**config.mk**
```make
export PLATFORM = sky130hd
export DESIGN_NAME = rounded_rect_span_gen
export DESIGN_NICKNAME = d
export VERILOG_FILES = /design/src/rtl/core/rrsg_pkg.sv /design/src/rtl/core/rounded_rect_span_gen.sv /design/src/rtl/core/rrsg_front.sv /design/src/rtl/core/rrsg_queue.sv /design/src/rtl/core/rrsg_back.sv
export SDC_FILE = /design/constraint.sdc
export NUM_CORES = 2
export LEC_CHECK = 0
export ABC_AREA = 1
export BUFFER_PORTS_ARGS = -buffer_cell sky130_fd_sc_hd__buf_2
export CORE_MARGIN = 2
export CORE_UTILIZATION = 31
export CTS_CLUSTER_SIZE = 24
export DETAILED_ROUTE_END_ITERATION = 8
export PLACE_DENSITY = 0.48
export SETUP_SLACK_MARGIN = 0.1
export SYNTH_ARGS = -nofsm -noshare
export SYNTH_HDL_FRONTEND = slang
export SYNTH_HIERARCHICAL = 1
export SYNTH_SLANG_ARGS = --single-unit
```
**constraint.sdc**
```tcl
create_clock -name clock -period 7.3 [get_ports clock]
set_input_delay 1.46 -clock clock [delete_from_list [all_inputs] [get_ports clock]]
set_output_delay 1.46 -clock clock [all_outputs]
set_load 0.03 [all_outputs]
```
**src/rtl/core/rrsg_pkg.sv**
```systemverilog
// Shared types, constants and the square root step for the rounded rectangle span generator.
package rrsg_pkg;

   localparam int COORD_BITS   = 12;
   localparam int RAD_BITS     = COORD_BITS - 1;
   localparam int SQ_BITS      = 2 * RAD_BITS;
   localparam int EXT_BITS     = COORD_BITS + 2;
   localparam int DIM_BITS     = 13;
   localparam int COLOUR_BITS  = 8;
   localparam int SQRT_STAGES  = RAD_BITS;
   localparam int REM_BITS     = RAD_BITS + 3;
   localparam int QUEUE_DEPTH  = 4;
   localparam int QPTR_BITS    = $clog2(QUEUE_DEPTH);
   localparam int FRONT_STAGES = 2;
   // front stages, queue slot, back input stage, root stages, output register
   localparam int RSP_LATENCY  = FRONT_STAGES + 3 + SQRT_STAGES;

   localparam int CSR_INDEX_BITS = 1;
   localparam logic [DIM_BITS-1:0] SCREEN_WIDTH_RESET  = DIM_BITS'(320);
   localparam logic [DIM_BITS-1:0] SCREEN_HEIGHT_RESET = DIM_BITS'(256);

   typedef enum logic [CSR_INDEX_BITS-1:0] {
      CSR_SCREEN_WIDTH  = 1'b0,
      CSR_SCREEN_HEIGHT = 1'b1
   } csr_index_type;

   // one classified row, handed from front to back
   typedef struct packed {
      logic                          ok;
      logic [SQ_BITS-1:0]            n;
      logic signed [COORD_BITS:0]    xa;
      logic signed [COORD_BITS:0]    xb;
      logic [COLOUR_BITS-1:0]        colour;
   } span_job_type;

   typedef struct packed {
      logic [REM_BITS-1:0] rem;
      logic [RAD_BITS-1:0] root;
   } sqrt_state_type;

   // one digit of the restoring square root: brings in the next two radicand bits
   function automatic sqrt_state_type sqrt_step(sqrt_state_type cur, logic [1:0] pair);
      logic [REM_BITS-1:0] shifted;
      logic [REM_BITS-1:0] trial;
      sqrt_state_type      nxt;
      shifted = {cur.rem[REM_BITS-3:0], pair};
      trial   = REM_BITS'({cur.root, 2'b01});
      if (shifted >= trial) begin
         nxt.rem  = shifted - trial;
         nxt.root = {cur.root[RAD_BITS-2:0], 1'b1};
      end else begin
         nxt.rem  = shifted;
         nxt.root = {cur.root[RAD_BITS-2:0], 1'b0};
      end
      return nxt;
   endfunction

endpackage

```
**src/rtl/core/rounded_rect_span_gen.sv**
```systemverilog
// Rounded rectangle span generator: one clipped fill span per requested row.
// A request is taken on any clock where start is high and busy is low, one per clock with no
// gaps; each request yields exactly one result on rsp_strobe, in request order. Each request
// passes through the classify/square front end, the queue, a back end input stage, the 11-stage
// integer square root pipeline (one root bit per stage) and an output register. The result side
// has no backpressure; the back end drains the queue every clock, so busy stays low in operation.
// Screen size registers are written through the csr_ port, which is always ready; write them
// only while no request is in flight.
module rounded_rect_span_gen
   import rrsg_pkg::*;
(
   input  logic                          clock,
   input  logic                          reset,
   input  logic                          start,
   output logic                          busy,
   input  logic signed [COORD_BITS-1:0]  req_left,
   input  logic signed [COORD_BITS-1:0]  req_top,
   input  logic signed [COORD_BITS-1:0]  req_right,
   input  logic signed [COORD_BITS-1:0]  req_bottom,
   input  logic [RAD_BITS-1:0]           req_radius,
   input  logic [COLOUR_BITS-1:0]        req_colour,
   input  logic signed [COORD_BITS-1:0]  req_row,
   output logic                          rsp_strobe,
   output logic                          rsp_span_valid,
   output logic [COORD_BITS-1:0]         rsp_span_start,
   output logic [COORD_BITS-1:0]         rsp_span_end,
   output logic [COLOUR_BITS-1:0]        rsp_span_colour,
   input  logic                          csr_valid,
   output logic                          csr_ready,
   input  logic [CSR_INDEX_BITS-1:0]     csr_index,
   input  logic [DIM_BITS-1:0]           csr_data
);

   logic [DIM_BITS-1:0] screen_width_ff, screen_width_in;
   logic [DIM_BITS-1:0] screen_height_ff, screen_height_in;
   logic                accept;
   logic                front_valid, queue_valid, queue_almost_full;
   span_job_type        front_job, queue_job;

   assign csr_ready = 1'b1;
   assign accept    = start && !busy;
   assign busy      = queue_almost_full;

   always_comb begin
      screen_width_in  = screen_width_ff;
      screen_height_in = screen_height_ff;
      if (csr_valid && csr_ready) begin
         case (csr_index_type'(csr_index))
            CSR_SCREEN_WIDTH:  screen_width_in  = csr_data;
            CSR_SCREEN_HEIGHT: screen_height_in = csr_data;
            default: ;
         endcase
      end
   end

   always_ff @(posedge clock) begin
      if (reset) begin
         screen_width_ff  <= SCREEN_WIDTH_RESET;
         screen_height_ff <= SCREEN_HEIGHT_RESET;
      end else begin
         screen_width_ff  <= screen_width_in;
         screen_height_ff <= screen_height_in;
      end
   end

   rrsg_front u_front (
      .clock         (clock),
      .reset         (reset),
      .accept        (accept),
      .left          (req_left),
      .top           (req_top),
      .right         (req_right),
      .bottom        (req_bottom),
      .radius        (req_radius),
      .colour        (req_colour),
      .row           (req_row),
      .screen_height (screen_height_ff),
      .job_valid     (front_valid),
      .job           (front_job)
   );

   rrsg_queue u_queue (
      .clock       (clock),
      .reset       (reset),
      .push        (front_valid),
      .push_data   (front_job),
      .pop_valid   (queue_valid),
      .pop_data    (queue_job),
      .almost_full (queue_almost_full)
   );

   rrsg_back u_back (
      .clock        (clock),
      .reset        (reset),
      .job_valid    (queue_valid),
      .job          (queue_job),
      .screen_width (screen_width_ff),
      .rsp_strobe   (rsp_strobe),
      .span_valid   (rsp_span_valid),
      .span_start   (rsp_span_start),
      .span_end     (rsp_span_end),
      .span_colour  (rsp_span_colour)
   );

   // every accepted request produces a result on rsp_strobe
   assert property (@(posedge clock) disable iff (reset)
      start && !busy |-> ##RSP_LATENCY rsp_strobe)
      else $error("request did not produce a result on time");

   assert property (@(posedge clock) disable iff (reset)
      rsp_strobe |-> $past(start && !busy, RSP_LATENCY))
      else $error("result without a matching request");

   assert property (@(posedge clock) disable iff (reset)
      rsp_strobe && rsp_span_valid |-> rsp_span_start <= rsp_span_end)
      else $error("span start beyond span end");

   assert property (@(posedge clock) disable iff (reset)
      rsp_strobe && !rsp_span_valid |->
         rsp_span_start == '0 && rsp_span_end == '0 && rsp_span_colour == '0)
      else $error("empty span carries nonzero fields");

   assert property (@(posedge clock) disable iff (reset) !busy)
      else $error("queue backed up although the back end drains every clock");

endmodule

```
**src/rtl/core/rrsg_front.sv**
```systemverilog
// Front end: classifies a request, finds the corner depth and forms r*r - k*k.
module rrsg_front
   import rrsg_pkg::*;
(
   input  logic                          clock,
   input  logic                          reset,
   input  logic                          accept,
   input  logic signed [COORD_BITS-1:0]  left,
   input  logic signed [COORD_BITS-1:0]  top,
   input  logic signed [COORD_BITS-1:0]  right,
   input  logic signed [COORD_BITS-1:0]  bottom,
   input  logic [RAD_BITS-1:0]           radius,
   input  logic [COLOUR_BITS-1:0]        colour,
   input  logic signed [COORD_BITS-1:0]  row,
   input  logic [DIM_BITS-1:0]           screen_height,
   output logic                          job_valid,
   output span_job_type                  job
);

   logic signed [EXT_BITS-1:0] x0_e, y0_e, x1_e, y1_e, r_e, row_e, sh_e;
   logic signed [EXT_BITS-1:0] dx, dy, r2, depth_a, depth_b, depth_m;
   logic                       size_ok, in_box, on_screen;
   logic [RAD_BITS-1:0]        k_in;
   logic signed [COORD_BITS:0] xa_in, xb_in;

   logic                       s1_valid_ff;
   logic                       s1_ok_ff;
   logic [RAD_BITS-1:0]        s1_r_ff;
   logic [RAD_BITS-1:0]        s1_k_ff;
   logic signed [COORD_BITS:0] s1_xa_ff, s1_xb_ff;
   logic [COLOUR_BITS-1:0]     s1_colour_ff;

   logic                       s2_valid_ff;
   logic                       s2_ok_ff;
   logic [SQ_BITS-1:0]         s2_rr_ff, s2_kk_ff;
   logic signed [COORD_BITS:0] s2_xa_ff, s2_xb_ff;
   logic [COLOUR_BITS-1:0]     s2_colour_ff;

   always_comb begin
      x0_e    = EXT_BITS'(left);
      y0_e    = EXT_BITS'(top);
      x1_e    = EXT_BITS'(right);
      y1_e    = EXT_BITS'(bottom);
      row_e   = EXT_BITS'(row);
      r_e     = $signed(EXT_BITS'(radius));
      sh_e    = $signed(EXT_BITS'(screen_height));
      dx      = x1_e - x0_e;
      dy      = y1_e - y0_e;
      r2      = r_e + r_e;
      size_ok = (dx >= r2) && (dy >= r2);
      in_box  = (row_e >= y0_e) && (row_e <= y1_e);
      on_screen = (row_e >= 0) && (row_e < sh_e);
      depth_a = y0_e + r_e - row_e;
      depth_b = row_e - y1_e + r_e;
      depth_m = (depth_a > depth_b) ? depth_a : depth_b;
      if (depth_m < 0) begin
         k_in = '0;
      end else if (depth_m > r_e) begin
         k_in = radius;
      end else begin
         k_in = depth_m[RAD_BITS-1:0];
      end
      xa_in = (COORD_BITS+1)'(x0_e + r_e);
      xb_in = (COORD_BITS+1)'(x1_e - r_e);
   end

   always_ff @(posedge clock) begin
      if (reset) begin
         s1_valid_ff <= 1'b0;
         s2_valid_ff <= 1'b0;
      end else begin
         s1_valid_ff <= accept;
         s2_valid_ff <= s1_valid_ff;
      end
   end

   always_ff @(posedge clock) begin
      s1_ok_ff     <= size_ok && in_box && on_screen;
      s1_r_ff      <= radius;
      s1_k_ff      <= k_in;
      s1_xa_ff     <= xa_in;
      s1_xb_ff     <= xb_in;
      s1_colour_ff <= colour;

      s2_ok_ff     <= s1_ok_ff;
      s2_rr_ff     <= s1_r_ff * s1_r_ff;
      s2_kk_ff     <= s1_k_ff * s1_k_ff;
      s2_xa_ff     <= s1_xa_ff;
      s2_xb_ff     <= s1_xb_ff;
      s2_colour_ff <= s1_colour_ff;
   end

   // k never exceeds r, so the difference stays non-negative
   always_comb begin
      job_valid  = s2_valid_ff;
      job.ok     = s2_ok_ff;
      job.n      = s2_rr_ff - s2_kk_ff;
      job.xa     = s2_xa_ff;
      job.xb     = s2_xb_ff;
      job.colour = s2_colour_ff;
   end

endmodule

```
**src/rtl/core/rrsg_queue.sv**
```systemverilog
// Short queue between front and back; the back drains one entry per clock.
module rrsg_queue
   import rrsg_pkg::*;
(
   input  logic          clock,
   input  logic          reset,
   input  logic          push,
   input  span_job_type  push_data,
   output logic          pop_valid,
   output span_job_type  pop_data,
   output logic          almost_full
);

   span_job_type           entries_ff [QUEUE_DEPTH];
   logic [QPTR_BITS-1:0]   wr_ptr_ff, wr_ptr_in;
   logic [QPTR_BITS-1:0]   rd_ptr_ff, rd_ptr_in;
   logic [QPTR_BITS:0]     count_ff, count_in;

   always_comb begin
      pop_valid   = (count_ff != '0);
      pop_data    = entries_ff[rd_ptr_ff];
      // leave room for what the front already has in flight
      almost_full = (count_ff >= (QPTR_BITS+1)'(QUEUE_DEPTH - FRONT_STAGES));
      wr_ptr_in   = push ? wr_ptr_ff + 1'b1 : wr_ptr_ff;
      rd_ptr_in   = pop_valid ? rd_ptr_ff + 1'b1 : rd_ptr_ff;
      count_in    = count_ff + (QPTR_BITS+1)'(push) - (QPTR_BITS+1)'(pop_valid);
   end

   always_ff @(posedge clock) begin
      if (reset) begin
         wr_ptr_ff <= '0;
         rd_ptr_ff <= '0;
         count_ff  <= '0;
      end else begin
         wr_ptr_ff <= wr_ptr_in;
         rd_ptr_ff <= rd_ptr_in;
         count_ff  <= count_in;
      end
   end

   always_ff @(posedge clock) begin
      if (push) begin
         entries_ff[wr_ptr_ff] <= push_data;
      end
   end

endmodule

```
**src/rtl/core/rrsg_back.sv**
```systemverilog
// Back end: pipelined integer square root, span placement and horizontal clipping.
module rrsg_back
   import rrsg_pkg::*;
(
   input  logic                    clock,
   input  logic                    reset,
   input  logic                    job_valid,
   input  span_job_type            job,
   input  logic [DIM_BITS-1:0]     screen_width,
   output logic                    rsp_strobe,
   output logic                    span_valid,
   output logic [COORD_BITS-1:0]   span_start,
   output logic [COORD_BITS-1:0]   span_end,
   output logic [COLOUR_BITS-1:0]  span_colour
);

   logic           valid_ff [SQRT_STAGES+1];
   span_job_type   job_ff   [SQRT_STAGES+1];
   span_job_type   job_in   [SQRT_STAGES+1];
   sqrt_state_type root_ff  [SQRT_STAGES+1];
   sqrt_state_type step_in  [SQRT_STAGES+1];

   logic signed [EXT_BITS-1:0] hw_e, xs, xs_c;
   logic signed [EXT_BITS:0]   xe, xe_c, sw_m1, xs_w;
   logic                       valid_in;
   logic [COORD_BITS-1:0]      start_in, end_in;
   logic [COLOUR_BITS-1:0]     colour_in;

   logic                       strobe_ff;
   logic                       span_valid_ff;
   logic [COORD_BITS-1:0]      span_start_ff, span_end_ff;
   logic [COLOUR_BITS-1:0]     span_colour_ff;

   // radicand shifts up two bits per stage so each stage reads the same top pair
   always_comb begin
      step_in[0] = '0;
      job_in[0]  = job;
      for (int s = 1; s <= SQRT_STAGES; s++) begin
         step_in[s]  = sqrt_step(root_ff[s-1], job_ff[s-1].n[SQ_BITS-1 -: 2]);
         job_in[s]   = job_ff[s-1];
         job_in[s].n = {job_ff[s-1].n[SQ_BITS-3:0], 2'b00};
      end
   end

   always_ff @(posedge clock) begin
      if (reset) begin
         for (int s = 0; s <= SQRT_STAGES; s++) begin
            valid_ff[s] <= 1'b0;
         end
      end else begin
         valid_ff[0] <= job_valid;
         for (int s = 1; s <= SQRT_STAGES; s++) begin
            valid_ff[s] <= valid_ff[s-1];
         end
      end
   end

   always_ff @(posedge clock) begin
      for (int s = 0; s <= SQRT_STAGES; s++) begin
         job_ff[s]  <= job_in[s];
         root_ff[s] <= step_in[s];
      end
   end

   always_comb begin
      hw_e  = $signed(EXT_BITS'(root_ff[SQRT_STAGES].root));
      xs    = EXT_BITS'(job_ff[SQRT_STAGES].xa) - hw_e;
      xe    = (EXT_BITS+1)'(EXT_BITS'(job_ff[SQRT_STAGES].xb) + hw_e);
      sw_m1 = $signed({2'b00, screen_width}) - (EXT_BITS+1)'(1);
      xs_c  = (xs < 0) ? '0 : xs;
      xe_c  = (xe > sw_m1) ? sw_m1 : xe;
      xs_w  = (EXT_BITS+1)'(xs_c);
      valid_in  = job_ff[SQRT_STAGES].ok && (xs_w <= xe_c);
      start_in  = valid_in ? xs_c[COORD_BITS-1:0] : '0;
      end_in    = valid_in ? xe_c[COORD_BITS-1:0] : '0;
      colour_in = valid_in ? job_ff[SQRT_STAGES].colour : '0;
   end

   always_ff @(posedge clock) begin
      if (reset) begin
         strobe_ff <= 1'b0;
      end else begin
         strobe_ff <= valid_ff[SQRT_STAGES];
      end
   end

   always_ff @(posedge clock) begin
      span_valid_ff  <= valid_in;
      span_start_ff  <= start_in;
      span_end_ff    <= end_in;
      span_colour_ff <= colour_in;
   end

   assign rsp_strobe  = strobe_ff;
   assign span_valid  = span_valid_ff;
   assign span_start  = span_start_ff;
   assign span_end    = span_end_ff;
   assign span_colour = span_colour_ff;

endmodule
```
==> summary.txt <==
Status
  • Status: finished, final reports clean

Clocking
  • Clock Latency Late Sink: 0.74 ns
  • # hold bufs at CTS: 0
  • Post-CTS resize count: 0
  • Worst-path clk slew: ~0.060 ns
  • CTS Sinks: 1172
  • Num CTS Buffers: 119
  • TritonCTS clock tree: built
  • Clock Tree Buf Depth: 3
  • H-Tree Depth: 3
  • Post-CTS Setup Repair Bufs: 0
  • Clock Tree Root: clkbuf_16

Routing
  • Total number of vias: around 31k
  • Met2 WL: roughly 46 mm
  • Wirelength per Cell: 13.9 um
  • Drt first-iter violations: roughly 1.5k
  • Drt pass-1 iters: 5
  • Top Layer Used: met4
  • Via/cell ratio: ~4.2
  • Wire length on met3: roughly 3.9 mm
  • WL met1: approximately 47 mm
  • Wirelength, routed: 100 mm
  • Post-DRT Antenna Nets: 0
  • Remaining DRCs: 0

Setup path
  • Critical path depth: 33
  • R2r setup slk: around 1.2 ns
  • Worst r2r dst: u_back/span_colour[1]
  • Worst Setup EP: u_front/s1_k_ff[10]
  • Buf/Inv on CP: 5
  • CP Data Required Time: between 7 and 8 ns
  • CP Launch Type: input pin
  • Worst reg2reg path depth: 24
  • Reg2reg start: u_back/root_ff[2][75]
  • CP Class: in2reg
  • CP peak stage delay: 0.53 ns
  • Endpoint class of the critical path: flip-flop
  • Slowest stage cell, crit path: fa_1
  • Setup crit start: req_radius[3]
  • CP most frequent cell: a21oi_1
  • CP max FO: 8
  • Worst Path Arrival: 7.11 ns
  • Crit-path leading delay family: compound AO/OA/AOI/OAI gates

Placement
  • Placed instance count: 7013
  • Port-buffer cells: ~130
  • Gpl congestion: between 0.8 and 0.9
  • Place WS: ~0.13 ns
  • Dpl hpwl: around 76 mm

Global route
  • Vias in the first global route: just over 30k
  • First-pass GRT wire length: about 160 mm
  • GRT overflow: 0
  • Initial antenna violation count: 3
  • Largest net degree at the start of global routing: between 200 and 250
  • GRT Total Usage: 12.6%

STA
  • Final Setup Violations: 0
  • Hold Fails Final Rpt: 0
  • Slew Viols, Final: 0
  • Slew margin rel.: between 30 and 40%
  • Maximum clock frequency: about 150 MHz
  • Setup total negative slack: 0 ns
  • Period utilization: 88.8%
  • Measured slew at the worst slew-check pin: 1.05 ns
  • Final min period: roughly 6.5 ns
  • Clk_skew: between 0.06 and 0.07 ns
  • Hold slack final: 0.287 ns
  • Fin worst setup slack: 0.819 ns
  • RSZ-0062 raised after global routing: no

Power
  • Power Dens Cells: 472 nW/um2
  • Leak: ~0.027 uW
  • Peak supply drop: about 330 uV

Layout
  • Layout Utilization: 35.6%
  • P&R area growth vs syn: 14.3%
  • Layout Cells excl Fill: between 7k and 8k
  • Share of cells above drive strength 1: 8.56%
  • Commonest non-fill, non-tap cell in the layout: dfxtp_1
  • Commonest non-fill, non-tap cells in the layout: dfxtp_1, inv_1, nand2_1, ha_1, a21oi_1
  • NumNets Final: about 5.7k

Die
  • Row cnt: ~150
  • Core area: between 150000 and 200000 um2
  • IO Pins: 133
  • Initial core utilization: 31.1%
  • DIE WIDTH: just over 400 um
  • Die area: between 150000 and 200000 um2
  • Die Y-Extent: roughly 400 um

Yosys
  • Mapped Avg Cell Area: 10.1 um2
  • Async SR Flop Fraction: 0%
  • Post-synth EDFFs: around 230
  • Sequential element share of the synthesized area: a little over half
  • Post-synthesis adder-cell area fraction: roughly 17%
  • Mux cell area share after synthesis: 0.0229%
  • Synth Area in Simple Gates: 11.0%
  • Synthesis Warnings: 6
  • Compound-Gate Fraction of Synth Area: between 7 and 8%
  • Main synth FF type: dfxtp_1
  • Syn nets: around 5.5k
  • Synthesized instance count: 4882
  • Synthesized flop and latch total: 1172
  • Area of the mapped netlist: roughly 49000 um2
  • XOR/XNOR Fraction of Synth Area: roughly 3.9%
  • Main combinational cell family by area after synthesis: adder cells
  • Yosys cell types: 63

Min path
  • HP Class: reg2reg

Job
  • Max_cap viols: 0
==> registers in the layout (all words and copies together) (netlist names), 12 cells and up, named ones only <==
register            count
screen_width_ff        13
u_front/s2_xa_ff       13
u_queue/entries_ff    228
u_front/s1_xa_ff       13
u_back/job_ff         552
u_front/s2_xb_ff       13
screen_height_ff       13
u_front/s2_kk_ff       21
u_back/span_start      12
u_front/s2_rr_ff       21
u_back/root_ff        175
u_back/valid_ff        12
u_front/s1_xb_ff       13
u_back/span_end        12
==> per-layer routing <==
metal  vias up  GRT usage (%)
met2       413           20.8
met1     14000           16.5
met4         0           4.65
met5         -              0
met3       176           2.21
li1      15900              -
==> synthesized netlist by cell type, drive strengths merged, types with 4 or more instances <==
cell type	n	area share [%]
dfxtp	944	38
inv	893	6.8
nand2	738	5.7
ha	413	11
a21oi	293	3.0
nor2	282	2.5
edfxtp	228	14
o21ai	221	2.3
fa	156	6.4
xor2	155	2.8
nand3	110	1.2
xnor2	65	1.2
buf	63	0.95
o211ai	62	0.95
nand4	43	0.56
nor3	35	0.40
clkbuf	30	0.23
o21bai	23	0.35
a21o	16	0.24
a31oi	16	0.20
or2	16	0.20
nand3b	10	0.18
a211oi	9	0.14
o21a	9	0.14
a21boi	7	0.11
o31ai	6	0.092
and2	5	0.064
and3	4	0.051
nor3b	4	0.071
nor4	4	0.051
o2111ai	4	0.071
o221ai	4	0.071
==> worst min-delay path by stage <==
stage / cells after the start / slack [ns] / start / endpoint
2_1_floorplan: 0 / 0.31 / u_back/job_ff[0][43] / u_back/job_ff[0][100]
3_3_place_gp: 0 / 0.31 / u_back/job_ff[0][193] / u_back/job_ff[1][26]
3_5_place_dp: 0 / 0.31 / u_back/job_ff[0][57] / u_back/job_ff[0][112]
4_1_cts: 0 / 0.28 / u_back/job_ff[0][101] / u_back/job_ff[0][158]
5_1_grt: 0 / 0.29 / u_back/job_ff[0][43] / u_back/job_ff[0][100]
6_report: 0 / 0.29 / u_back/job_ff[0][59] / u_back/job_ff[0][114]
==> cell families (layout without fill, tap and decap cells) <==
| logic type | Yosys count | count (layout) |
|---|---|---|
| AO/OA/AOI/OAI | 678 | 678 |
| XOR/XNOR | 220 | 220 |
| adder cells (fa/ha/maj) | 569 | 569 |
| buffers and inverters | 987 | 1270 |
| flip-flops | 1172 | 1172 |
| multiplexers | 1 | 1 |
| other | 2 | 3 |
| AND/OR/NAND/NOR | 1253 | 1253 |
==> report_power, final <==
group | switching, uW | internal, uW | total, uW | leakage (uW)
Clock | 2550 | 3710 | 6260 | 0.00204
Sequential | 954 | 9390 | 10300 | 0.00998
Combinational | 6190 | 3720 | 9910 | 0.0149
==> area by class of cell <==
cell class	count	area, um2
fillers	15800	102000
flip-flops and latches	1172	25800
repair buffers	152	826
clock buffers	159	3340
well taps	2072	2590
diodes	1	2.50
multi-input cells	2723	19500
inverters	894	3360
clock inverters	65	823
==> metrics by stage <==
| step | total power, uW | instance area, um2 |
|---|---|---|
| floorplan | 17900 | 49100 |
| global placement | 20500 | 52000 |
| detailed placement | 20600 | 52000 |
| CTS | 27100 | 56200 |
| global route | 28900 | 56200 |
| finish | 26500 | 56200 |
(Power assumes the default switching activity.)
